==> src/design/filled_circle_additive_blitter_unit_defines.svh <==
// Shared assertion macros for the blitter. Both expect clk and rst in scope.
`ifndef FILLED_CIRCLE_ADDITIVE_BLITTER_UNIT_DEFINES_SVH
`define FILLED_CIRCLE_ADDITIVE_BLITTER_UNIT_DEFINES_SVH

// same-cycle implication
`define FCAB_ASSERT_NOW(label, ante, cons, msg) \
  label: assert property (@(posedge clk) disable iff (rst) (ante) |-> (cons)) \
    else $error(msg);

// next-cycle implication
`define FCAB_ASSERT_NEXT(label, ante, cons, msg) \
  label: assert property (@(posedge clk) disable iff (rst) (ante) |=> (cons)) \
    else $error(msg);

`endif

==> src/design/fcab_pkg.sv <==
package fcab_pkg;

  localparam int SCREEN_W    = 256;
  localparam int SCREEN_H    = 256;
  localparam int BASE_RADIUS = 4;

  localparam int DEPTH  = SCREEN_W * SCREEN_H;
  localparam int ADDR_W = $clog2(DEPTH);
  localparam int X_W    = $clog2(SCREEN_W);
  localparam int Y_W    = $clog2(SCREEN_H);
  // largest drawable radius is BASE_RADIUS + 3
  localparam int RAD_W  = $clog2(BASE_RADIUS + 4);
  localparam int LIM_W  = 2 * RAD_W;
  localparam int BIT_W  = $clog2(RAD_W);
  localparam int DY_W   = RAD_W + 1;
  // signed screen coordinate: centre +/- radius, and screen edges up to 256
  localparam int CO_W   = 13;

  localparam logic [7:0] DOT_ALPHA = 8'd255;
  localparam logic [7:0] DOT_GREEN = 8'd125;
  localparam logic [7:0] DOT_BLUE  = 8'd125;

  typedef enum logic [1:0] {
    CMD_CLEAR = 2'd0,
    CMD_DRAW  = 2'd1,
    CMD_READ  = 2'd2
  } cmd_t;

  typedef enum logic [3:0] {
    ST_CLEAR,
    ST_IDLE,
    ST_READ,
    ST_RWAIT,
    ST_ROW,
    ST_SQRT,
    ST_SPAN,
    ST_NEXT,
    ST_FIN
  } state_t;

  typedef struct packed {
    logic [1:0]         command;
    logic signed [10:0] center_x;
    logic signed [10:0] center_y;
    logic [7:0]         dot_radius;
    logic [7:0]         read_x;
    logic [7:0]         read_y;
  } item_t;

  typedef struct packed {
    logic              load;
    logic [31:0]       pixel;
    logic              drawn;
  } res_t;

  typedef struct packed {
    logic              we;
    logic [ADDR_W-1:0] waddr;
    logic [31:0]       wdata;
    logic [ADDR_W-1:0] raddr;
  } mem_req_t;

  // low byte of 510 * off, i.e. -2 * off
  function automatic logic [7:0] red_of(input logic [1:0] off);
    logic [7:0] t;
    t = {5'd0, off, 1'b0};
    return 8'd0 - t;
  endfunction

  function automatic logic [7:0] sat_add(input logic [7:0] a, input logic [7:0] b);
    logic [8:0] s;
    s = {1'b0, a} + {1'b0, b};
    return s[8] ? 8'hFF : s[7:0];
  endfunction

  function automatic logic [31:0] blend_add(input logic [31:0] src, input logic [31:0] dst);
    return {8'hFF, sat_add(src[23:16], dst[23:16]), sat_add(src[15:8], dst[15:8]),
            sat_add(src[7:0], dst[7:0])};
  endfunction

endpackage

==> src/design/fcab_sqrt.sv <==
`include "filled_circle_additive_blitter_unit_defines.svh"

// floor(sqrt(lim)), one result bit per cycle, MSB first
module fcab_sqrt (
  input  logic                       clk,
  input  logic                       rst,
  input  logic                       start,
  input  logic [fcab_pkg::LIM_W-1:0] lim,
  output logic                       done,
  output logic [fcab_pkg::RAD_W-1:0] root
);

  logic                       busy;
  logic [fcab_pkg::BIT_W-1:0] bit_idx;
  logic [fcab_pkg::LIM_W-1:0] lim_q;
  logic [fcab_pkg::RAD_W-1:0] trial;
  logic [fcab_pkg::LIM_W-1:0] trial_sq;

  assign trial    = root | (fcab_pkg::RAD_W'(1) << bit_idx);
  assign trial_sq = fcab_pkg::LIM_W'(trial) * fcab_pkg::LIM_W'(trial);

  always_ff @(posedge clk) begin
    if (rst) begin
      busy <= 1'b0;
      done <= 1'b0;
    end else begin
      done <= busy && (bit_idx == '0);
      if (start) begin
        busy <= 1'b1;
      end else if (busy && (bit_idx == '0)) begin
        busy <= 1'b0;
      end
    end
    if (start) begin
      root    <= '0;
      lim_q   <= lim;
      bit_idx <= fcab_pkg::BIT_W'(fcab_pkg::RAD_W - 1);
    end else if (busy) begin
      if (trial_sq <= lim_q) begin
        root <= trial;
      end
      bit_idx <= bit_idx - fcab_pkg::BIT_W'(1);
    end
  end

  `FCAB_ASSERT_NOW(a_root_floor, done, (fcab_pkg::LIM_W'(root) * fcab_pkg::LIM_W'(root)) <= lim_q, "sqrt root too large")
  `FCAB_ASSERT_NOW(a_start_idle, start, !busy, "sqrt started while busy")

endmodule

==> config.mk <==
export PLATFORM = sky130hd
export DESIGN_NAME = fcab_sqrt
export DESIGN_NICKNAME = d
export VERILOG_FILES = /design/src/design/fcab_pkg.sv /design/src/design/fcab_sqrt.sv
export VERILOG_INCLUDE_DIRS = /design/src /design/src/design
export SDC_FILE = /design/constraint.sdc
export NUM_CORES = 1
export LEC_CHECK = 0
export ABC_CLOCK_PERIOD_IN_PS = 5600
export BUFFER_PORTS_ARGS = -buffer_cell sky130_fd_sc_hd__buf_2
export CAP_MARGIN = 20
export CORE_ASPECT_RATIO = 0.9
export CORE_MARGIN = 4
export CORE_UTILIZATION = 35
export CTS_CLUSTER_DIAMETER = 80
export CTS_CLUSTER_SIZE = 30
export DETAILED_ROUTE_END_ITERATION = 6
export PLACE_DENSITY = 0.54
export SLEW_MARGIN = 20
export SYNTH_ARGS = -nofsm -noshare
export SYNTH_HDL_FRONTEND = slang
export SYNTH_SLANG_ARGS = --single-unit
==> constraint.sdc <==
create_clock -name clk -period 5.6 [get_ports clk]
set_input_delay 1.12 -clock clk [delete_from_list [all_inputs] [get_ports clk]]
set_output_delay 1.12 -clock clk [all_outputs]
set_load 0.01 [all_outputs]
; ---- After elaboration in Yosys (flattened, before gate mapping)
; Cells that the tools add are included.
[word_totals]
output_inout_bits = 4
elab_cells = 16
ff_bits = 13
[classes]
multipliers = 1
n_reduce_logical = 4
bitwise_logic = 1
n_mux = 2
order_cmp = 1
shift = 1
n_addsub = 1
[op_table]
columns = operator, n
row1 = $le A6 B6 Y1, 1
row2 = $mul A3 B3 Y6, 1
row3 = $or A3 B3 Y3, 1
row4 = $shl A1 B2 Y3 const A, 1
row5 = $logic_not A2 Y1, 1
row6 = $mux W1, 2
row7 = $reduce_and A2 Y1, 1
row8 = $reduce_bool A2 Y1, 1
row9 = $sub A2 B1 Y2 const B, 1
row10 = $logic_and A1 B1 Y1, 1

; ---- Longest topological paths before layout
; Gate-level depths: netlist (run 1).
[depth]
word_depth = 5
mapped_depth = 10
ltp_nobuf = 10

; ---- Least setup slack after synthesis (run 1)
; OpenSTA, ideal clock, no wires.
[synth_timing]
path_kind = register to register
from = reg bit_idx[0] in the netlist's numbering
to = reg root[0] in the netlist's numbering
path_slack_ns = 3.604
n_path_buf = 0
t_arrival_ns = 1.861
stages_incl_launch_ff = 11
setup_ns = 0.135
t_required_ns = 5.465
path_cell_list = dfxtp_1 -> inv_1 -> ha_1 -> nor2_1 -> nor2_1 -> ha_1 -> xnor2_1 -> ha_1 -> nand2_1 -> o211ai_2 -> o221ai_1
[synth_between]
elab_chain_len = 5
[synth_lines]
columns = item, line
row1 = from (decl), fcab_sqrt.sv:14  ; logic [fcab_pkg::BIT_W-1:0] bit_idx;
row2 = from (signal assigned), fcab_sqrt.sv:37  ; bit_idx <= fcab_pkg::BIT_W'(fcab_pkg::RAD_W - 1);
row3 = from (signal assigned), fcab_sqrt.sv:42  ; bit_idx <= bit_idx - fcab_pkg::BIT_W'(1);
row4 = $shl A1 B2 Y3 (*), fcab_sqrt.sv:19  ; assign trial = root | (fcab_pkg::RAD_W'(1) << bit_idx);
row5 = $or A3 B3 Y3 (*), fcab_sqrt.sv:19
row6 = $mul A3 B3 Y6, fcab_sqrt.sv:20  ; assign trial_sq = fcab_pkg::LIM_W'(trial) * fcab_pkg::LIM_W'(trial);
row7 = $le A6 B6 Y1, fcab_sqrt.sv:39  ; if (trial_sq <= lim_q) begin
row8 = $reduce_and A2 Y1 (no line), -
row9 = to (signal assigned), fcab_sqrt.sv:40  ; root <= trial;
row10 = to (decl), fcab_sqrt.sv:10  ; output logic [fcab_pkg::RAD_W-1:0] root
; Mark *: on every way between the ends. The rest lies on a longest branch, timed or not.
; A chain may end at the register's enable or synchronous reset.

; ---- Worst setup path after layout (run 1)
[layout_timing]
from = reg bit_idx[0] in the netlist's numbering
to = reg root[1] in the netlist's numbering
; The elaborated chain is that of the path after synthesis.

==> summary.txt, run 1 <==
Route
  • Total wire length: 1210 microns
  • DRT Pass-1 Iters: 5
  • DRC violations left: 0
  • Routed Antenna Nets: 0
  • Avg WL per Cell: 11.3 microns
  • 1st-iter DRT viols: 12
  • Vias: 515
  • DR vias/cell: 4.81

Worst setup path
  • CP Data Required Time: 5.75 ns
  • Max FO, Critical Path: 6
  • Data arrival time of the worst path: 2.36 ns
  • Worst r2r dst: root[1]
  • Reg2Reg Setup Slack: 3.39 ns
  • Crit path kind: reg -> reg
  • Worst reg2reg path depth: 10
  • Critical path endpoint category: flip-flop
  • Startpoint Class: flip-flop
  • Reg-to-reg startpoint: bit_idx[0]

CTS
  • Clock sink count: 13
  • TritonCTS clock tree: done
  • Root Buffer Master: clkbuf_4
  • Hold_buf cts: 0
  • CTS Buffer Depth: 2
  • Post-CTS Resized: 0
  • CTS buffer count: 3
  • Post-CTS Setup Bufs: 0
  • CTS H-Tree Depth: 1
  • Clock Latency Late Sink: 0.28 ns
  • Clock slew at reported path FFs: 0.08 ns

STA
  • Max Freq: 0.453 GHz
  • Final min period: 2.21 ns
  • Max_slew headroom: 81.1%
  • Skew final: 0.00563 ns
  • Tightest Pin Transition: 0.282 ns
  • Pins over their slew limit: 0
  • Post-route setup TNS: 0 ns
  • Fin crit share: 39.4%
  • RSZ-0062 raised after global routing: false
  • Final setup fails: 0
  • Fin. Hold Viols: 0

Floorplanning
  • Die H: 50.0 microns
  • I/O Pins: 13
  • Starting density of the core: 38.7%
  • Die ar.: 2730 sq um
  • Core ar.: 1770 sq um
  • Die Width: 54.6 microns
  • FP Rows: 14

Global route
  • Total grt overflow: 0
  • Largest net degree at the start of global routing: 15
  • First-pass GRT wire length: 2060 microns
  • Vias in the first global route: 457
  • Gr usage total: 10.8%
  • Initial antenna violation count: 0

Pwr
  • Comb pwr share: 20.1%
  • Pwr dens: 265 nW/um^2
  • Max VDD drop: 155 uV
  • Sw Share: 27.8%
  • P_int: 0.000153 W
  • P_leak: 0.364 nW
  • Clk pwr share: 27.2%
  • Seq pwr share: 52.7%
  • Switching pwr: 0.0000589 W

Yosys
  • Yosys warnings: 0
  • Mapped Area: 684 sq um
  • Sequential element share of the synthesized area: 46.8%
  • Syn Nets: 85
  • Post-Syn Instances: 67
  • Synthesized area per cell: 10.2 sq um
  • Synth cell types: 18
  • Seq cells post-synth: 13

Layout
  • Antenna Cells: 0
  • Fillers: 170
  • Share of layout cells above drive strength 1: 21.7%
  • Layout area overhead: 17.0%
  • Util after Layout: 45.3%
  • Final net count: 102

Place
  • RePlAce Congestion: 0.858
  • PortBufs: 12
  • Post-DP HPWL: 945 microns

Job
  • Max Cap Viol: 0

Worst hold path
  • Worst min path class: reg -> reg
  • WHS Path Cells: 2
  • Hold Path End: done
  • Worst Hold Launch: busy

Run status
  • Status: completed
## placed cells by master (no fill, tap or decap)
| cell | Yosys | routed |
|---|---|---|
| a21oi_1 | 2 | 2 |
| and3b_2 | 1 | 1 |
| and4b_1 | 1 | 1 |
| buf_2 | 0 | 12 |
| clkbuf_1 | 0 | 1 |
| clkbuf_4 | 0 | 3 |
| dfxtp_1 | 7 | 7 |
| edfxtp_1 | 6 | 6 |
| ha_1 | 9 | 9 |
| inv_1 | 10 | 10 |
| nand2_1 | 4 | 4 |
| nand2b_1 | 1 | 1 |
| nand4_1 | 3 | 3 |
| nand4bb_1 | 1 | 1 |
| nor2_1 | 9 | 9 |
| nor3_1 | 1 | 1 |
| nor3b_2 | 1 | 1 |
| o211ai_2 | 1 | 1 |
| o21ai_0 | 5 | 5 |
| o221ai_1 | 3 | 3 |
| xnor2_1 | 2 | 2 |
## power groups by stage
stage | registers [W] | logic, W | clock network, W
final | 0.000112 | 0.0000425 | 0.0000576
after global routing | 0.000113 | 0.0000490 | 0.0000675
after CTS | 0.000112 | 0.0000427 | 0.0000620
after detailed placement | 0.000114 | 0.0000425 | 0
after global placement | 0.000114 | 0.0000421 | 0
after floorplan | 0.000114 | 0.0000289 | 0
## how the worst max path moves through the flow
stage | start | endpoint | depth (start not counted)
after global routing | bit_idx[0] | root[1] | 10
after detailed placement | bit_idx[0] | root[1] | 10
after global placement | bit_idx[0] | root[0] | 10
final | bit_idx[0] | root[1] | 10
after CTS | bit_idx[0] | root[1] | 10
after floorplan | bit_idx[0] | root[0] | 10
## synthesized netlist by cell type (all sizes together)
master / number / area (sq um)
a21oi: 2 / 10.0
and3b: 1 / 10.0
and4b: 1 / 10.0
dfxtp: 7 / 140
edfxtp: 6 / 180
ha: 9 / 113
inv: 10 / 37.5
nand2: 4 / 15.0
nand2b: 1 / 6.26
nand4: 3 / 18.8
nand4bb: 1 / 11.3
nor2: 9 / 33.8
nor3: 1 / 5.00
nor3b: 1 / 12.5
o211ai: 1 / 12.5
o21ai: 5 / 25.0
o221ai: 3 / 26.3
xnor2: 2 / 17.5
## logic make-up (layout without fill, tap and decap cells)
logic type	count (synthesis)	count (layout)	share of synthesized area, %
buffers and inverters	10	26	5.49
XOR/XNOR	2	2	2.56
flip-flops	13	13	46.8
AND/OR/NAND/NOR	22	22	17.9
AO/OA/AOI/OAI	11	11	10.8
adder cells (fa/ha/maj)	9	9	16.5
## routing by layer
layer / wire (microns) / part of all wire (%) / global-route usage [%]
met1: 595 / 49 / 14.5
met2: 516 / 43 / 14.0
met3: 92 / 7.6 / 5.42
met4: 9 / 0.74 / 4.98
met5: 0 / 0 / 0
## through the flow
| step | setup WS (ns) | std cells | total power [W] | hold slack (ns) | cell area, sq um |
|---|---|---|---|---|---|
| final | 3.39 | 107 | 0.000212 | 0.522 | 801 |
| after global routing | 3.23 | 107 | 0.000229 | 0.568 | 801 |
| after CTS | 3.39 | 107 | 0.000217 | 0.527 | 801 |
| after detailed placement | 3.41 | 103 | 0.000156 | 0.514 | 774 |
| after global placement | 3.45 | 103 | 0.000156 | 0.525 | 774 |
| after floorplan | 3.60 | 67 | 0.000143 | 0.471 | 684 |
## worst max-delay path: stages (launching register included)
cell,delay (ns)
dfxtp_1,0.38
inv_1,0.08
ha_1,0.27
nor2_1,0.19
nor2_1,0.08
ha_1,0.21
xnor2_1,0.16
ha_1,0.25
and4b_1,0.25
nand4_1,0.10
o221ai_1,0.11
## final cells by class
type / count / area (sq um) / area share (%)
multi-input cells: 44 / 327 / 40.8
clock buffers: 4 / 26.3 / 3.28
flip-flops and latches: 13 / 320 / 40.0
well taps: 24 / 30.0 / 3.75
inverters: 10 / 37.5 / 4.69
repair buffers: 12 / 60.1 / 7.50
## flip-flops by register name, indices dropped and copies added (netlist names)
signal	flops
root	3
lim_q	6
done	1
bit_idx	2
busy	1
Power figures use the tool's default switching activity.
==> run 2, diff against run 1 <==
Settings changed: ABC_AREA set to 1, ABC_CLOCK_PERIOD_IN_PS 5600 to 2200.
Clock period 5.6 ns to 2.2 ns, I/O delays scaled along.
==> summary.txt, run 2 <==
Yosys
  • Seq cells post-synth: 13
  • Area leader, netlist: edfxtp_1
  • Sequential element share of the synthesized area: 48.2%
  • Top post-synthesis cells by count: inv_1, nand2_1, ha_1, nor2_1, dfxtp_1
  • Mapped Area: 664 sq um
  • Synth cell types: 15
  • Top FF cell, synth: dfxtp_1
  • Top-area cell type share of the netlist area: 27.1%
  • Post-synth ARST share: 0%
  • Post-synth EDFFs: 6
  • Yosys warnings: 0
  • Synthesized area per cell: 9.10 sq um
  • Area contributors post-synth: edfxtp_1, dfxtp_1, ha_1
  • Most numerous cell in the Yosys netlist: inv_1
  • Syn Nets: 91
  • Post-Syn Instances: 73

Pwr
  • P_int: 0.000382 W
  • Switching pwr: 0.000143 W
  • P_leak: 0.403 nW
  • Sw Share: 27.3%
  • Comb pwr share: 18.9%
  • Clk pwr share: 27.9%
  • Pwr dens: 651 nW/um^2
  • Max VDD drop: 395 uV
  • Seq pwr share: 53.2%

CTS
  • CTS buffer count: 3
  • Clock Latency Late Sink: 0.28 ns
  • TritonCTS clock tree: done
  • Root Buffer Master: clkbuf_4
  • Clock sink count: 13
  • CTS Buffer Depth: 2
  • CTS H-Tree Depth: 1
  • Clock slew at reported path FFs: 0.08 ns

Layout
  • Commonest non-fill, non-tap cells in the layout: inv_1, buf_2, nand2_1
  • Util after Layout: 46.5%
  • Largest register FFs: 6
  • Finished Layout Cells: 115
  • Commonest non-fill, non-tap cell in the layout: inv_1
  • Antenna Cells: 0
  • Share of layout cells above drive strength 1: 27.5%
  • Cell area after layout: 807 sq um
  • Final net count: 110
  • Layout area overhead: 21.5%
  • Register name with the most flops: lim_q
  • Top Registers: lim_q (6), root (3), bit_idx (2)

Run status
  • Status: completed

Place
  • Post-DP HPWL: 838 microns
  • Dpl ws: 0.0732 ns
  • RePlAce Congestion: 0.693
  • PortBufs: 12
  • Placed Instances: 111
  • Placed instance area: 769 sq um

Worst setup path
  • Max FO, Critical Path: 4
  • Crit path kind: reg -> reg
  • Cells along the critical path: inv_1, ha_2, nor2_4, nor2_1, ha_1, xnor2_1, ha_1, nand2_1, nor2_2, nand2_1, nand3_1, nand2_1, nand2_2, a21oi_2
  • Critical path endpoint category: flip-flop
  • Startpoint Class: flip-flop
  • Crit path buf inv count: 1
  • Slowest stage cell, crit path: dfxtp_1
  • Slowest cell delay on critical path: 0.34 ns
  • CP top delay family: adder cells
  • Data arrival time of the worst path: 2.23 ns
  • CP Data Required Time: 2.37 ns
  • Most used cell along the critical path: nand2_1

STA
  • Max_slew headroom: 85.4%
  • Fin crit share: 93.5%
  • Fin. Hold Viols: 0
  • Max Freq: 0.486 GHz
  • Worst Setup Slack, final: 0.144 ns
  • Tightest Pin Transition: 0.218 ns
  • Skew final: 0.00463 ns
  • Pins over their slew limit: 0
  • Final setup fails: 0
  • Final min period: 2.06 ns
  • Hold Worst Slack: 0.324 ns

Global route
  • Vias in the first global route: 457
  • Total grt overflow: 0
  • Gr usage total: 9.68%
  • Largest net degree at the start of global routing: 11
  • First-pass GRT wire length: 1830 microns
  • Initial antenna violation count: 0

Route
  • DRT Pass-1 Iters: 5
  • DR vias/cell: 4.32
  • DRC violations left: 0
  • Routed Antenna Nets: 0
  • 1st-iter DRT viols: 3
  • Vias: 497
  • Avg WL per Cell: 9.24 microns
  • Total wire length: 1060 microns

Floorplanning
  • Die ar.: 2660 sq um
  • FP Rows: 14
  • Starting density of the core: 38.3%
  • Die H: 49.3 microns
  • Die Width: 53.9 microns
  • Core ar.: 1730 sq um
  • I/O Pins: 13

Job
  • Max Cap Viol: 0

Worst hold path
  • Worst min path class: in -> reg
-- run 2: path summary, 6_finish.rpt --
path,from,endpoint,slack (ns),cells past startpoint
max reg2reg,bit_idx[0],root[1],0.14,14
max,bit_idx[0],root[1],0.14,14
min,rst,done,0.32,2
min reg2reg,root[2],root[2],0.48,2
-- run 2: what timing repair did --
item                       in CTS  in global routing
hold buffers                    0                  0
resized for setup               0                  3
buffers inserted                0                  0
setup endpoints to repair       0                  3
-- run 2: stage by stage --
| stage | TNS [ns] | power [W] |
|---|---|---|
| after global routing | -0.00188 | 0.000561 |
| after global placement | 0 | 0.000379 |
| after detailed placement | 0 | 0.000382 |
| final | 0 | 0.000525 |
| after CTS | 0 | 0.000530 |
| after floorplan | 0 | 0.000348 |
-- run 2: cells by family after synthesis --
kind of cell | share of synthesized area [%]
AOI/OAI and AO/OA | 9.23
DFF | 48.2
xor gates and xnor gates | 1.32
adders and majority gates | 16.9
buffers and inverters | 8.47
and+or+nand+nor | 15.8
-- run 2: area by class of cell --
cell class	instances	area (sq um)
fill	179	927
clock inverter	1	5.00
tap	24	30.0
multi-input combinational	45	298
clock buffer	3	22.5
sequential	13	320
timing repair buffer	14	75.1
inverter	15	56.3
-- run 2: routing by layer --
metal  GRT usage (%)  vias to the layer above  part of all wire, %
met1            11.8                      217                   45
met2            13.7                       12                   46
met5               0                        -                    0
met3            5.50                        2                  7.6
met4            3.83                        0                  1.2
li1                -                      266                    -
-- run 2: power by group through the flow --
stage	Combinational, W	Sequential (W)	Clock [W]
2_1_floorplan	0.0000632	0.000285	0
3_3_place_gp	0.0000949	0.000285	0
3_5_place_dp	0.0000969	0.000285	0
4_1_cts	0.0000981	0.000279	0.000153
5_1_grt	0.000115	0.000281	0.000164
6_report	0.0000994	0.000279	0.000146
-- run 2: worst reg2reg max path, stage by stage (launching register included) --
cell and delay, ns:
dfxtp_1 0.34, inv_1 0.08, ha_2 0.22, nor2_4 0.12, nor2_1 0.06, ha_1 0.20, xnor2_1 0.13, ha_1 0.27
nand2_1 0.07, nor2_2 0.12, nand2_1 0.06, nand3_1 0.06, nand2_1 0.08, nand2_2 0.09, a21oi_2 0.05
