File: config.mk
export PLATFORM = sky130hd
export DESIGN_NAME = fcab_ctrl
export DESIGN_NICKNAME = d
export VERILOG_FILES = /design/src/design/fcab_pkg.sv /design/src/design/fcab_ctrl.sv
export VERILOG_INCLUDE_DIRS = /design/src /design/src/design
export SDC_FILE = /design/constraint.sdc
export NUM_CORES = 1
export LEC_CHECK = 0
export ABC_AREA = 0
export BUFFER_PORTS_ARGS = -buffer_cell sky130_fd_sc_hd__buf_2
export CAP_MARGIN = 5
export CORE_MARGIN = 10
export CORE_UTILIZATION = 35
export CTS_CLUSTER_DIAMETER = 100
export DETAILED_ROUTE_END_ITERATION = 6
export GPL_TIMING_DRIVEN = 0
export HOLD_SLACK_MARGIN = 0.15
export PLACE_DENSITY_LB_ADDON = 0.12
export SLEW_MARGIN = 20
export SYNTH_ARGS = -nofsm -noshare
export SYNTH_HDL_FRONTEND = slang
export SYNTH_SLANG_ARGS = --single-unit
File: constraint.sdc
create_clock -name clk -period 8.2 [get_ports clk]
set_clock_uncertainty 0.2 [all_clocks]
set_input_delay 2.05 -clock clk [delete_from_list [all_inputs] [get_ports clk]]
set_output_delay 2.05 -clock clk [all_outputs]
set_load 0.01 [all_outputs]
File: src/design/filled_circle_additive_blitter_unit_defines.svh
// Shared assertion macros for the blitter. Both expect clk and rst in scope.
`ifndef FILLED_CIRCLE_ADDITIVE_BLITTER_UNIT_DEFINES_SVH
`define FILLED_CIRCLE_ADDITIVE_BLITTER_UNIT_DEFINES_SVH

// same-cycle implication
`define FCAB_ASSERT_NOW(label, ante, cons, msg) \
  label: assert property (@(posedge clk) disable iff (rst) (ante) |-> (cons)) \
    else $error(msg);

// next-cycle implication
`define FCAB_ASSERT_NEXT(label, ante, cons, msg) \
  label: assert property (@(posedge clk) disable iff (rst) (ante) |=> (cons)) \
    else $error(msg);

`endif

File: src/design/fcab_pkg.sv
package fcab_pkg;

  localparam int SCREEN_W    = 256;
  localparam int SCREEN_H    = 256;
  localparam int BASE_RADIUS = 4;

  localparam int DEPTH  = SCREEN_W * SCREEN_H;
  localparam int ADDR_W = $clog2(DEPTH);
  localparam int X_W    = $clog2(SCREEN_W);
  localparam int Y_W    = $clog2(SCREEN_H);
  // largest drawable radius is BASE_RADIUS + 3
  localparam int RAD_W  = $clog2(BASE_RADIUS + 4);
  localparam int LIM_W  = 2 * RAD_W;
  localparam int BIT_W  = $clog2(RAD_W);
  localparam int DY_W   = RAD_W + 1;
  // signed screen coordinate: centre +/- radius, and screen edges up to 256
  localparam int CO_W   = 13;

  localparam logic [7:0] DOT_ALPHA = 8'd255;
  localparam logic [7:0] DOT_GREEN = 8'd125;
  localparam logic [7:0] DOT_BLUE  = 8'd125;

  typedef enum logic [1:0] {
    CMD_CLEAR = 2'd0,
    CMD_DRAW  = 2'd1,
    CMD_READ  = 2'd2
  } cmd_t;

  typedef enum logic [3:0] {
    ST_CLEAR,
    ST_IDLE,
    ST_READ,
    ST_RWAIT,
    ST_ROW,
    ST_SQRT,
    ST_SPAN,
    ST_NEXT,
    ST_FIN
  } state_t;

  typedef struct packed {
    logic [1:0]         command;
    logic signed [10:0] center_x;
    logic signed [10:0] center_y;
    logic [7:0]         dot_radius;
    logic [7:0]         read_x;
    logic [7:0]         read_y;
  } item_t;

  typedef struct packed {
    logic              load;
    logic [31:0]       pixel;
    logic              drawn;
  } res_t;

  typedef struct packed {
    logic              we;
    logic [ADDR_W-1:0] waddr;
    logic [31:0]       wdata;
    logic [ADDR_W-1:0] raddr;
  } mem_req_t;

  // low byte of 510 * off, i.e. -2 * off
  function automatic logic [7:0] red_of(input logic [1:0] off);
    logic [7:0] t;
    t = {5'd0, off, 1'b0};
    return 8'd0 - t;
  endfunction

  function automatic logic [7:0] sat_add(input logic [7:0] a, input logic [7:0] b);
    logic [8:0] s;
    s = {1'b0, a} + {1'b0, b};
    return s[8] ? 8'hFF : s[7:0];
  endfunction

  function automatic logic [31:0] blend_add(input logic [31:0] src, input logic [31:0] dst);
    return {8'hFF, sat_add(src[23:16], dst[23:16]), sat_add(src[15:8], dst[15:8]),
            sat_add(src[7:0], dst[7:0])};
  endfunction

endpackage

File: src/design/fcab_ctrl.sv
`include "filled_circle_additive_blitter_unit_defines.svh"

module fcab_ctrl (
  input  logic                       clk,
  input  logic                       rst,
  input  logic                       in_valid,
  output logic                       in_stall,
  input  fcab_pkg::item_t            item,
  input  logic                       out_block,
  output fcab_pkg::res_t             res,
  output fcab_pkg::mem_req_t         mem_req,
  input  logic [31:0]                rdata,
  output logic                       sq_start,
  output logic [fcab_pkg::LIM_W-1:0] sq_lim,
  input  logic                       sq_done,
  input  logic [fcab_pkg::RAD_W-1:0] sq_root
);

  localparam int CO_W = fcab_pkg::CO_W;
  localparam int ADDR_W = fcab_pkg::ADDR_W;
  localparam logic signed [CO_W-1:0] X_MAX = CO_W'(fcab_pkg::SCREEN_W - 1);
  localparam logic signed [CO_W-1:0] Y_LIM = CO_W'(fcab_pkg::SCREEN_H);
  localparam logic [ADDR_W-1:0] LAST_ADDR = ADDR_W'(fcab_pkg::DEPTH - 1);

  fcab_pkg::state_t state, state_next;

  logic [ADDR_W-1:0]               clr_addr;
  logic                            clr_report;
  logic signed [CO_W-1:0]          cx;
  logic signed [CO_W-1:0]          cy;
  logic [fcab_pkg::RAD_W-1:0]      rad;
  logic [fcab_pkg::LIM_W-1:0]      rsq;
  logic signed [fcab_pkg::DY_W-1:0] dy;
  logic signed [CO_W-1:0]          x;
  logic signed [CO_W-1:0]          x1;
  logic [ADDR_W-1:0]               row_base;
  logic                            pend;
  logic [ADDR_W-1:0]               pend_addr;
  logic [7:0]                      red;
  logic [31:0]                     res_pixel;
  logic                            res_drawn;

  logic                            acc;
  logic                            rad_ok;
  logic                            rd_ok;
  logic [fcab_pkg::RAD_W-1:0]      dy_mag;
  logic signed [CO_W-1:0]          y_sum;
  logic                            y_ok;
  logic signed [CO_W-1:0]          root_s;
  logic signed [CO_W-1:0]          x0_raw, x1_raw, x0c, x1c;
  logic                            span_empty;
  logic                            row_last;
  logic [ADDR_W-1:0]               pix_addr;
  logic [ADDR_W-1:0]               rd_addr_in;

  assign acc    = in_valid && !in_stall;
  assign rad_ok = (item.dot_radius >= 8'(fcab_pkg::BASE_RADIUS)) &&
                  (item.dot_radius <= 8'(fcab_pkg::BASE_RADIUS + 3));
  assign rd_ok  = ({4'd0, item.read_x} < 12'(fcab_pkg::SCREEN_W)) &&
                  ({4'd0, item.read_y} < 12'(fcab_pkg::SCREEN_H));
  assign rd_addr_in = ADDR_W'(item.read_y) * ADDR_W'(fcab_pkg::SCREEN_W) +
                      ADDR_W'(item.read_x);

  assign dy_mag = dy[fcab_pkg::DY_W-1] ? fcab_pkg::RAD_W'(-dy) : fcab_pkg::RAD_W'(dy);
  assign sq_lim = rsq - fcab_pkg::LIM_W'(dy_mag) * fcab_pkg::LIM_W'(dy_mag);
  assign y_sum  = cy + CO_W'(dy);
  assign y_ok   = (y_sum >= 0) && (y_sum < Y_LIM);
  assign row_last = (dy == $signed({1'b0, rad}));

  assign root_s     = CO_W'($signed({1'b0, sq_root}));
  assign x0_raw     = cx - root_s;
  assign x1_raw     = cx + root_s;
  assign x0c        = (x0_raw < 0) ? '0 : x0_raw;
  assign x1c        = (x1_raw > X_MAX) ? X_MAX : x1_raw;
  assign span_empty = x0c > x1c;

  assign pix_addr = row_base + ADDR_W'(x[fcab_pkg::X_W-1:0]);

  always_comb begin
    state_next = state;
    case (state)
      fcab_pkg::ST_CLEAR: begin
        if (clr_addr == LAST_ADDR) begin
          state_next = clr_report ? fcab_pkg::ST_FIN : fcab_pkg::ST_IDLE;
        end
      end
      fcab_pkg::ST_IDLE: begin
        if (acc) begin
          case (item.command)
            fcab_pkg::CMD_CLEAR: state_next = fcab_pkg::ST_CLEAR;
            fcab_pkg::CMD_DRAW:  state_next = rad_ok ? fcab_pkg::ST_ROW : fcab_pkg::ST_FIN;
            fcab_pkg::CMD_READ:  state_next = rd_ok ? fcab_pkg::ST_READ : fcab_pkg::ST_FIN;
            default:             state_next = fcab_pkg::ST_FIN;
          endcase
        end
      end
      fcab_pkg::ST_READ:  state_next = fcab_pkg::ST_RWAIT;
      fcab_pkg::ST_RWAIT: state_next = fcab_pkg::ST_FIN;
      fcab_pkg::ST_ROW:   state_next = y_ok ? fcab_pkg::ST_SQRT : fcab_pkg::ST_NEXT;
      fcab_pkg::ST_SQRT: begin
        if (sq_done) begin
          state_next = span_empty ? fcab_pkg::ST_NEXT : fcab_pkg::ST_SPAN;
        end
      end
      fcab_pkg::ST_SPAN: begin
        if (x == x1) begin
          state_next = fcab_pkg::ST_NEXT;
        end
      end
      fcab_pkg::ST_NEXT: state_next = row_last ? fcab_pkg::ST_FIN : fcab_pkg::ST_ROW;
      fcab_pkg::ST_FIN: begin
        if (!out_block) begin
          state_next = fcab_pkg::ST_IDLE;
        end
      end
      default: state_next = fcab_pkg::ST_IDLE;
    endcase
  end

  always_comb begin
    in_stall      = (state != fcab_pkg::ST_IDLE);
    sq_start      = (state == fcab_pkg::ST_ROW) && y_ok;
    res.load      = (state == fcab_pkg::ST_FIN) && !out_block;
    res.pixel     = res_pixel;
    res.drawn     = res_drawn;
    mem_req.raddr = pix_addr;
    if (state == fcab_pkg::ST_CLEAR) begin
      mem_req.we    = 1'b1;
      mem_req.waddr = clr_addr;
      mem_req.wdata = '0;
    end else begin
      mem_req.we    = pend;
      mem_req.waddr = pend_addr;
      mem_req.wdata = fcab_pkg::blend_add(
                        {fcab_pkg::DOT_ALPHA, red, fcab_pkg::DOT_GREEN, fcab_pkg::DOT_BLUE},
                        rdata);
    end
  end

  always_ff @(posedge clk) begin
    if (rst) begin
      state      <= fcab_pkg::ST_CLEAR;
      clr_addr   <= '0;
      clr_report <= 1'b0;
      pend       <= 1'b0;
    end else begin
      state <= state_next;
      // pixel read this cycle is blended and written back next cycle
      pend  <= (state == fcab_pkg::ST_SPAN);
      if (state == fcab_pkg::ST_CLEAR) begin
        clr_addr <= clr_addr + ADDR_W'(1);
      end
      if (acc) begin
        clr_addr   <= '0;
        clr_report <= (item.command == fcab_pkg::CMD_CLEAR);
      end
    end

    pend_addr <= pix_addr;

    if (acc) begin
      cx        <= CO_W'(item.center_x);
      cy        <= CO_W'(item.center_y);
      rad       <= fcab_pkg::RAD_W'(item.dot_radius);
      rsq       <= fcab_pkg::LIM_W'(item.dot_radius) * fcab_pkg::LIM_W'(item.dot_radius);
      dy        <= -$signed({1'b0, fcab_pkg::RAD_W'(item.dot_radius)});
      red       <= fcab_pkg::red_of(2'(item.dot_radius - 8'(fcab_pkg::BASE_RADIUS)));
      res_pixel <= '0;
      res_drawn <= (item.command == fcab_pkg::CMD_DRAW) && rad_ok;
      row_base  <= rd_addr_in;
      x         <= '0;
    end

    case (state)
      fcab_pkg::ST_RWAIT: res_pixel <= rdata;
      fcab_pkg::ST_ROW: begin
        row_base <= ADDR_W'(y_sum[fcab_pkg::Y_W-1:0]) * ADDR_W'(fcab_pkg::SCREEN_W);
      end
      fcab_pkg::ST_SQRT: begin
        if (sq_done) begin
          x  <= x0c;
          x1 <= x1c;
        end
      end
      fcab_pkg::ST_SPAN: x <= x + CO_W'(1);
      fcab_pkg::ST_NEXT: dy <= dy + fcab_pkg::DY_W'(1);
      default: ;
    endcase
  end

  `FCAB_ASSERT_NOW(a_span_bound, state == fcab_pkg::ST_SPAN, x <= x1, "span walked past its end")
  `FCAB_ASSERT_NOW(a_rmw_apart, pend && (state == fcab_pkg::ST_SPAN), pend_addr != pix_addr, "read and write-back hit the same pixel")
  `FCAB_ASSERT_NEXT(a_drain, state == fcab_pkg::ST_NEXT, !pend, "write-back still pending after span")
  `FCAB_ASSERT_NOW(a_no_overrun, res.load, !out_block, "result loaded over a held beat")

endmodule
=== Word level (Yosys, flattened, before mapping) ===
Cells that the tools add are included.

* Register bits: 156
* Bits of input ports: 88

* $add $sub $neg: 16
* Multiply operators: 2
* Magnitude comparators: 7
* Equal/unequal tests: 19
* Mux-type cells: 28
* Reductions and logical operators: 16

{| class="wikitable"
|+ Operators by type and width
! operator !! count
|-
| $mux W32 || 2
|-
| $mux W13 || 4
|-
| $mux W49 || 1
|-
| $mux W4 || 10
|-
| $pmux W4 S9 || 1
|-
| $add A16 B8 Y16 || 2
|-
| $mux W16 || 2
|-
| $pmux W13 S2 || 1
|-
| $add A11 B4 Y12 || 2
|-
| $mux W8 || 3
|-
| $add A7 B8 Y9 const A || 2
|-
| $add A16 B1 Y16 const B || 1
|-
| $eq A16 B16 Y1 const B || 1
|-
| $eq A4 B3 Y1 const B || 4
|-
| $add A13 B2 Y13 const B || 1
|-
| $eq A13 B13 Y1 || 1
|-
| $gt A13 B13 Y1 || 1
|-
| $ge A12 B1 Y1 const B || 1
|-
| $gt A12 B9 Y1 const B || 1
|-
| $lt A12 B1 Y1 const B || 1
|-
| $lt A12 B10 Y1 const B || 1
|-
| $pmux W4 S3 || 1
|-
| $sub A11 B4 Y12 || 1
|-
| $ne A2 B2 Y1 const B || 5
|-
| 29 further kinds || 38
|}

=== Depth between registers and ports, before layout ===
Gate-level depths: netlist of run 1.

* Depth in word-level cells: 7
* Gate-level depth with buffers: 18
* Depth with buffers taken out: 17

=== Worst setup path after synthesis of run 1 ===
No wires, ideal clock.

* Path kind: in2out
* Start: input port rdata[17]
* End: output port mem_req[39] (netlist bit)
* Data arrival time: 3.478 ns
* Data required time: 5.950 ns
* Setup slack: 2.472 ns
* Cell stages on the path: 10
* Path through: ha_1 > inv_1 > fa_1 > inv_1 > a21oi_1 > o21bai_1 > a21oi_1 > nor2b_1 > o41ai_1 > a41oi_1

{| class="wikitable"
|+ RTL lines
! element !! line !! RTL
|-
| start, declared || fcab_ctrl.sv:12 || <nowiki>input logic [31:0] rdata,</nowiki>
|-
| end, declared || fcab_ctrl.sv:11 || <nowiki>output fcab_pkg::mem_req_t mem_req,</nowiki>
|}

==> impl_metrics.csv, run 1 <==
group,metric,value,unit
run_status,run_status,"complete, no violations",
floorplan,dieArea,31800,µm²
floorplan,core_area,24500,µm²
pwr,switching_share_of_total_power,25.2,%
sta,number_of_failing_hold_endpoints_at_the_final_stage,0,
detailed_routing,detailedRoute.firstPassIterationCount,4,
clocking,tritoncts_num_sinks,147,
grt,grt_max_degree,33,
placement,placement.cell_area,10200,µm²
min_path,hold-path-endpoint,"row_base[6]$_SDFFE_PP0P_",
grt,antenna_found_initial,2,
pwr,power.share.combinational,10.9,%
detailed_routing,detail_route.wirelength,24300,µm
worst_setup_path,rr_startpoint,"cx[0]$_DFFE_PP_",
worst_setup_path,timing.setup.critical_path_class,"primary input to output port",
final_layout,regArea,3820,µm²
detailed_routing,remaining_routing_drc_violations,0,
pwr,power.switching,456,µW
min_path,min_delay_path_depth,2,
sta,worst_slew_pin_slew,1.05,ns
pwr,p_int,1350,µW
placement,preCtsSetupSlack,1.95,ns
placement,placement.io_buffers,194,
floorplan,top_level_port_count,195,
worst_setup_path,data_required_time_of_the_critical_path,5.95,ns
job,number_of_maximum_capacitance_constraint_violations,0,
detailed_routing,via_count,7046,
floorplan,std_cell_rows,57,
detailed_routing,route.antenna.remaining_nets,0,
synthesis,sequential_to_total_area_share_from_yosys_stat,43.6,%
pwr,pwr_density_cell,168,nW/µm²
synthesis,ys_seq_elements,147,
synthesis,yosys.cell_types.count,68,
pwr,leakagePower,0.00472,µW
worst_setup_path,r2r_slack,3.79,ns
synthesis,synthesis.area_per_instance,9.45,µm²
final_layout,area.growth.synth_to_final,22.6,%
clocking,root_buffer_selected_by_cts,"sky130_fd_sc_hd__clkbuf_16",
pwr,power.share.sequential,46.5,%
grt,use_met3,4.14,%
grt,groute.layer.met2.usage,24.8,%
clocking,cts.hold.buffers_added,0,
clocking,path_clk_slew,0.05,ns
worst_setup_path,crit_fanout,5,
min_path,hold_path.class,"register to register",
grt,groute.usage.overall,15.2,%
synthesis,syn_nets,1088,
pwr,power_frac_clock,42.6,%
clocking,post_cts_resize_count,0,
detailed_routing,post_drt_wl_per_cell,16.4,µm
worst_setup_path,r2r_end,"state[0]$_SDFFE_PP0P_",
detailed_routing,routed_via_density,4.76,
sta,layout_min_cycle_time,6.27,ns
placement,dp_hpwl,19400,µm
pwr,peak_ir_drop_on_the_vdd_network,0.000103,V
clocking,cts-htree-levels,4,
clocking,cts_tree,"done",
synthesis,ys.warnings.count,0,
sta,timing.final.setup_violations,0,
clocking,clock_path_buffers,2,
min_path,hold_path_startpoint,"row_base[6]$_SDFFE_PP0P_",
final_layout,finish.net_count,1302,
worst_setup_path,cp-start-kind,"primary input",
synthesis,postSynth.topFlopCell,"sky130_fd_sc_hd__edfxtp_1",
final_layout,multi_input_combinational_cell_area,4590,µm²
sta,setup_repair_after_global_routing_missed_its_margin,"no",
grt,globalRoute.totalOverflow,0,
worst_setup_path,cp-end-kind,"output port",
placement,routabilityCongestion,0.827,
grt,groute.layer.met1.usage,19.5,%
synthesis,async_flop_share,0,%
final_layout,number_of_filler_instances_in_the_final_layout,2454,
clocking,clkLatencyLatePin,0.43,ns
floorplan,floorplan.die.height,178,µm
grt,grt_busiest_layer,"met2",
sta,setup_tns,0,ns
worst_setup_path,timing.critical_path.arrival,4.02,ns
grt,grt_first_pass_wirelength,38000,µm
clocking,cts-buffers-inserted,17,
floorplan,initial_core_util,35.8,%
floorplan,floorplan.die.width,178,µm
sta,final.setup.worst_slack,1.93,ns
clocking,post_cts.repair.setup_buffers,0,
final_layout,finalInstanceArea,10800,µm²
final_layout,final_layout_size_suffix_gt1_share,22.1,%
synthesis,gate_count_post_synth,929,
grt,grt_pass1_vias,7066,
worst_setup_path,timing.reg2reg.worst_path_depth,18,
sta,post_route_clock_period_utilization,76.5,%
synthesis,edff_count_synth,88,
detailed_routing,drtIter0Drc,260,
sta,maxClockFrequency,0.159,GHz
sta,worst_slew_margin_rel,29.7,%
synthesis,post_synth_instance_area,8780,µm²
sta,slew_viol_final,0,
## worst max path at each step
stage | from | to | cells past startpoint
after floorplan | rdata[17] | mem_req[39] | 10
after CTS | rdata[18] | mem_req[37] | 10
final | rdata[18] | mem_req[37] | 10
after detailed placement | rdata[18] | mem_req[37] | 10
after global routing | rdata[18] | mem_req[37] | 10
after global placement | rdata[18] | mem_req[37] | 10
## through the flow
stage	cells	total power (µW)	utilization [%]	hold slack, ns
after floorplan	929	973	-	0.240
after CTS	1480	1830	43.8	0.262
after global routing	1481	1880	43.9	0.272
final	1481	1810	43.9	0.261
after global placement	1447	1050	41.4	0.249
after detailed placement	1448	1060	41.5	0.253
## kinds of logic after synthesis
logic type	count (synthesis)	share of synthesized area, %
AO/OA/AOI/OAI	168	12.2
XOR/XNOR	85	8.48
adder cells (fa/ha/maj)	71	10.7
buffers and inverters	90	4.28
flip-flops	147	43.6
multiplexers	4	0.470
AND/OR/NAND/NOR	364	20.3
## critical path: stages
cell                        delay [ns]
sky130_fd_sc_hd__buf_2            0.11
sky130_fd_sc_hd__ha_1             0.28
sky130_fd_sc_hd__a21o_1           0.17
sky130_fd_sc_hd__a21oi_1          0.21
sky130_fd_sc_hd__o21bai_1         0.10
sky130_fd_sc_hd__a21oi_1          0.31
sky130_fd_sc_hd__nand2b_1         0.17
sky130_fd_sc_hd__o2bb2ai_1        0.25
sky130_fd_sc_hd__a21oi_1          0.18
sky130_fd_sc_hd__buf_2            0.18
## registers in the layout (all words and copies together), names as in the netlist
| name | flops |
|---|---|
| red | 2 |
| row_base | 16 |
| pend | 1 |
| x1 | 12 |
| rad | 3 |
| cx | 11 |
| cy | 11 |
| res_pixel | 32 |
| x | 13 |
| state | 4 |
| clr_addr | 16 |
| dy | 4 |
| pend_addr | 16 |
| res_drawn | 1 |
| clr_report | 1 |
| rsq | 4 |
## cell usage after synthesis, types with 3 or more instances
cell	n	area share (%)
sky130_fd_sc_hd__inv_1	50	2.1
sky130_fd_sc_hd__nand2b_1	12	0.86
sky130_fd_sc_hd__o21ai_0	25	1.4
sky130_fd_sc_hd__a21oi_1	61	3.5
sky130_fd_sc_hd__or3_1	6	0.43
sky130_fd_sc_hd__a211oi_1	5	0.43
sky130_fd_sc_hd__and2_1	42	3.0
sky130_fd_sc_hd__o21bai_1	5	0.43
sky130_fd_sc_hd__dfxtp_1	59	13
sky130_fd_sc_hd__xnor2_1	41	4.1
sky130_fd_sc_hd__inv_2	3	0.13
sky130_fd_sc_hd__xor2_1	44	4.4
sky130_fd_sc_hd__a221o_1	8	0.91
sky130_fd_sc_hd__nand2_1	125	5.3
sky130_fd_sc_hd__a31oi_1	4	0.28
sky130_fd_sc_hd__or2_2	3	0.21
sky130_fd_sc_hd__nor4_1	6	0.43
sky130_fd_sc_hd__or2_1	3	0.21
sky130_fd_sc_hd__a2111oi_0	3	0.30
sky130_fd_sc_hd__a22o_1	3	0.30
sky130_fd_sc_hd__o21a_1	7	0.60
sky130_fd_sc_hd__o2bb2ai_1	3	0.30
sky130_fd_sc_hd__clkbuf_1	24	1.0
sky130_fd_sc_hd__mux2i_1	3	0.34
sky130_fd_sc_hd__nor2_1	73	3.1
sky130_fd_sc_hd__nor2b_1	14	1.0
sky130_fd_sc_hd__edfxtp_1	88	30
sky130_fd_sc_hd__o211a_1	4	0.46
sky130_fd_sc_hd__o21ai_1	13	0.74
sky130_fd_sc_hd__nand3_1	18	1.0
sky130_fd_sc_hd__buf_4	9	0.77
sky130_fd_sc_hd__and3_1	14	1.0
sky130_fd_sc_hd__fa_1	7	1.6
sky130_fd_sc_hd__buf_2	3	0.17
sky130_fd_sc_hd__a21o_1	10	0.86
sky130_fd_sc_hd__and4_1	3	0.30
sky130_fd_sc_hd__ha_1	64	9.1
sky130_fd_sc_hd__nor3_1	15	0.86
sky130_fd_sc_hd__nand4_1	13	0.93
## metal layers
| metal | share of wire, % | vias to the layer above | wire length (µm) |
|---|---|---|---|
| li1 | - | 3663 | - |
| met1 | 47 | 3198 | 11400 |
| met2 | 46 | 166 | 11300 |
| met3 | 6.0 | 17 | 1460 |
| met4 | 0.85 | 2 | 207 |
| met5 | 0.066 | - | 16 |
## final cells by class
cell class                      instances  area share, %
Multi-Input combinational cell        692           42.6
Sequential cell                       147           35.5
Timing Repair Buffer                  195           9.21
Clock buffer                           23           4.77
Tap cell                              324           3.77
Inverter                               53           1.85
Buffer                                 37           1.65
Clock inverter                          9          0.605
Antenna cell                            1         0.0233
## cells in the final DEF (no fill, tap or decap), drive strengths merged, types with 6 or more instances in the layout
cell,count
buf,208
nand2,125
edfxtp,88
nor2,74
ha,64
a21oi,61
dfxtp,59
inv,57
clkbuf,47
xor2,44
and2,42
xnor2,41
o21ai,38
nand3,18
nor3,16
nor2b,14
and3,14
nand4,13
nand2b,12
a21o,11
a221o,9
or2,8
o21a,7
fa,7
nor4,6
or3,6
## power groups by stage
stage	Clock (µW)	Sequential [µW]	Combinational, µW
floorplan	0	850	123
global placement	0	856	198
detailed placement	0	856	200
CTS	783	840	202
global route	816	845	224
finish	769	840	198
No activity file was read; power rests on OpenSTA's default activity.
==> run 2: changes to the inputs <==
==> constraint.sdc (replaced) <==
create_clock -name clk -period 5.3 [get_ports clk]
set_clock_uncertainty 0.2 [all_clocks]
set_input_delay 1.325 -clock clk [delete_from_list [all_inputs] [get_ports clk]]
set_output_delay 1.325 -clock clk [all_outputs]
set_load 0.01 [all_outputs]
==> run 2 against run 1 <==
  * Sequential cell count is the same
  * Hold slack is the same
  * Sequential share of layout area is essentially flat
  * Via count is the same
  * Total power grew 55%
  * Largest power group unchanged
  * Worst setup slack lost 1.5 ns
  * Die area is the same
  * Clock power grew 55%
  * Largest cell class unchanged
  * Sequential power grew 55%
  * Register-to-register slack lost 2.7 ns
==> impl_metrics.csv, run 2 (synthesis gave the netlist of run 1 again) <==
group,metric,value,unit
clocking,cts_tree,"done",
worst_setup_path,slowest_delay,0.40,ns
floorplan,initial_core_util,35.8,%
floorplan,core_area,24500,µm²
grt,grt_first_pass_wirelength,38000,µm
sta,setup_repair_after_global_routing_missed_its_margin,"no",
clocking,root_buffer_selected_by_cts,"sky130_fd_sc_hd__clkbuf_16",
min_path,hold_path.class,"register to register",
detailed_routing,routed_via_density,4.76,
floorplan,std_cell_rows,57,
floorplan,floorplan.die.height,178,µm
detailed_routing,via_count,7046,
worst_setup_path,cp_cell_sequence,"buf_2, ha_1, fa_1, nor2b_1, o21a_1, nand3_1, or2_0, a21oi_1, a21oi_2, clkbuf_1, nand2_1, ha_1, nand4_1, nor2_1, nand4_1, nand4_1, a31oi_1, a2111oi_0, nor4bb_1",
sta,number_of_failing_hold_endpoints_at_the_final_stage,0,
grt,antenna_found_initial,2,
floorplan,dieArea,31800,µm²
clocking,cts.hold.buffers_added,0,
final_layout,final_cell_count_no_fill,1481,
worst_setup_path,timing.critical_path.arrival,4.95,ns
run_status,run_status,"complete, no violations",
final_layout,regMostFlops,"res_pixel",
grt,groute.usage.overall,15.2,%
pwr,leakagePower,0.00472,µW
sta,worst_slew_margin_rel,29.7,%
clocking,clkLatencyLatePin,0.43,ns
job,number_of_maximum_capacitance_constraint_violations,0,
grt,grt_pass1_vias,7066,
clocking,tritoncts_num_sinks,147,
worst_setup_path,data_required_time_of_the_critical_path,5.39,ns
placement,routabilityCongestion,0.827,
detailed_routing,drtIter0Drc,260,
final_layout,final_util,43.9,%
final_layout,multi_input_combinational_cell_area,4590,µm²
floorplan,top_level_port_count,195,
worst_setup_path,cp-end-kind,"register",
floorplan,floorplan.die.width,178,µm
final_layout,layout_common_cells,"sky130_fd_sc_hd__buf_2, sky130_fd_sc_hd__nand2_1, sky130_fd_sc_hd__edfxtp_1",
final_layout,area.growth.synth_to_final,22.6,%
clocking,post_cts_resize_count,0,
pwr,pwr_density_cell,260,nW/µm²
sta,slew_viol_final,0,
sta,maxClockFrequency,0.206,GHz
final_layout,final_layout_size_suffix_gt1_share,22.1,%
detailed_routing,detailedRoute.firstPassIterationCount,4,
final_layout,largest_register_ff_count,32,
worst_setup_path,timing.critical_path.mode_cell,"sky130_fd_sc_hd__nand4_1",
sta,post_route_clock_period_utilization,91.6,%
final_layout,number_of_filler_instances_in_the_final_layout,2454,
detailed_routing,detail_route.wirelength,24300,µm
clocking,cts-buffers-inserted,17,
final_layout,leading_cell_type_in_the_layout_fill_and_taps_excluded,"sky130_fd_sc_hd__buf_2",
detailed_routing,route.antenna.remaining_nets,0,
worst_setup_path,cp-start-kind,"primary input",
sta,layout_min_cycle_time,4.86,ns
clocking,post_cts.repair.setup_buffers,0,
grt,globalRoute.totalOverflow,0,
grt,grt_max_degree,33,
clocking,clock_path_buffers,2,
detailed_routing,remaining_routing_drc_violations,0,
placement,dpl.cell_count,1448,
worst_setup_path,critical-path-slowest-cell,"sky130_fd_sc_hd__fa_1",
clocking,cts-htree-levels,4,
placement,placement.io_buffers,194,
placement,dp_hpwl,19400,µm
final_layout,regArea,3820,µm²
pwr,peak_ir_drop_on_the_vdd_network,0.000159,V
detailed_routing,post_drt_wl_per_cell,16.4,µm
worst_setup_path,crit_fanout,10,
clocking,path_clk_slew,0.06,ns
sta,timing.final.setup_violations,0,
worst_setup_path,timing.setup.critical_path_class,"primary input to register",
sta,worst_slew_pin_slew,1.05,ns
final_layout,finish.net_count,1302,
## run 2: cell count changes in the layout (fill, tap and decap cells not counted)
| cell | before | now |
|---|---|---|
| sky130_fd_sc_hd__a21oi_1 | 61 | 60 |
| sky130_fd_sc_hd__a21oi_2 | 0 | 1 |
## run 2: path summary, 6_finish.rpt
check | startpoint | endpoint | slack [ns] | cells after the start
setup / recovery | sq_root[0] | state[0]$_SDFFE_PP0P_ | 0.44 | 19
hold / removal | row_base[6]$_SDFFE_PP0P_ | row_base[6]$_SDFFE_PP0P_ | 0.26 | 2
setup reg to reg | cx[0]$_DFFE_PP_ | state[0]$_SDFFE_PP0P_ | 1.05 | 18
hold reg to reg | row_base[6]$_SDFFE_PP0P_ | row_base[6]$_SDFFE_PP0P_ | 0.26 | 2
## run 2: report_power, final
part | internal (µW) | leakage (µW) | switching (µW)
clock | 688 | 0.000287 | 502
combinational | 140 | 0.00318 | 166
sequential | 1260 | 0.00125 | 38.1
total | 2090 | 0.00472 | 706
## run 2: area by class of cell
class,instances,share of cell area (%)
Sequential cell,147,35.5
Inverter,53,1.85
Antenna cell,1,0.0232
Tap cell,324,3.77
Clock inverter,9,0.604
Clock buffer,23,4.76
Buffer,37,1.65
Timing Repair Buffer,195,9.20
Multi-Input combinational cell,692,42.6
## run 2: per-layer routing
| layer | global-route usage, % | routed length [µm] | vias to the layer above |
|---|---|---|---|
| met5 | 0 | 16 | - |
| met1 | 19.5 | 11400 | 3198 |
| met4 | 3.65 | 207 | 2 |
| li1 | - | - | 3663 |
| met3 | 4.14 | 1460 | 17 |
| met2 | 24.8 | 11300 | 166 |
## run 2: worst max-delay path, delay by kind of cell
family | cells | cell delay (ns)
compound gates | 5 | 1.03
fa+ha+maj | 3 | 0.93
buf+inv | 2 | 0.48
simple gates | 9 | 1.20
## run 2: stage by stage
stage                     TNS, ns  power [µW]  instance area, µm²  worst slack [ns]  hold WS [ns]
after CTS                       0        2820               10800             0.290         0.262
after floorplan                 0        1500                8780             0.705         0.240
after detailed placement   -0.139        1630               10200            -0.139         0.253
after global placement     -0.116        1630               10200            -0.116         0.249
after global routing            0        2920               10800            0.0384         0.272
final                           0        2800               10800             0.444         0.261
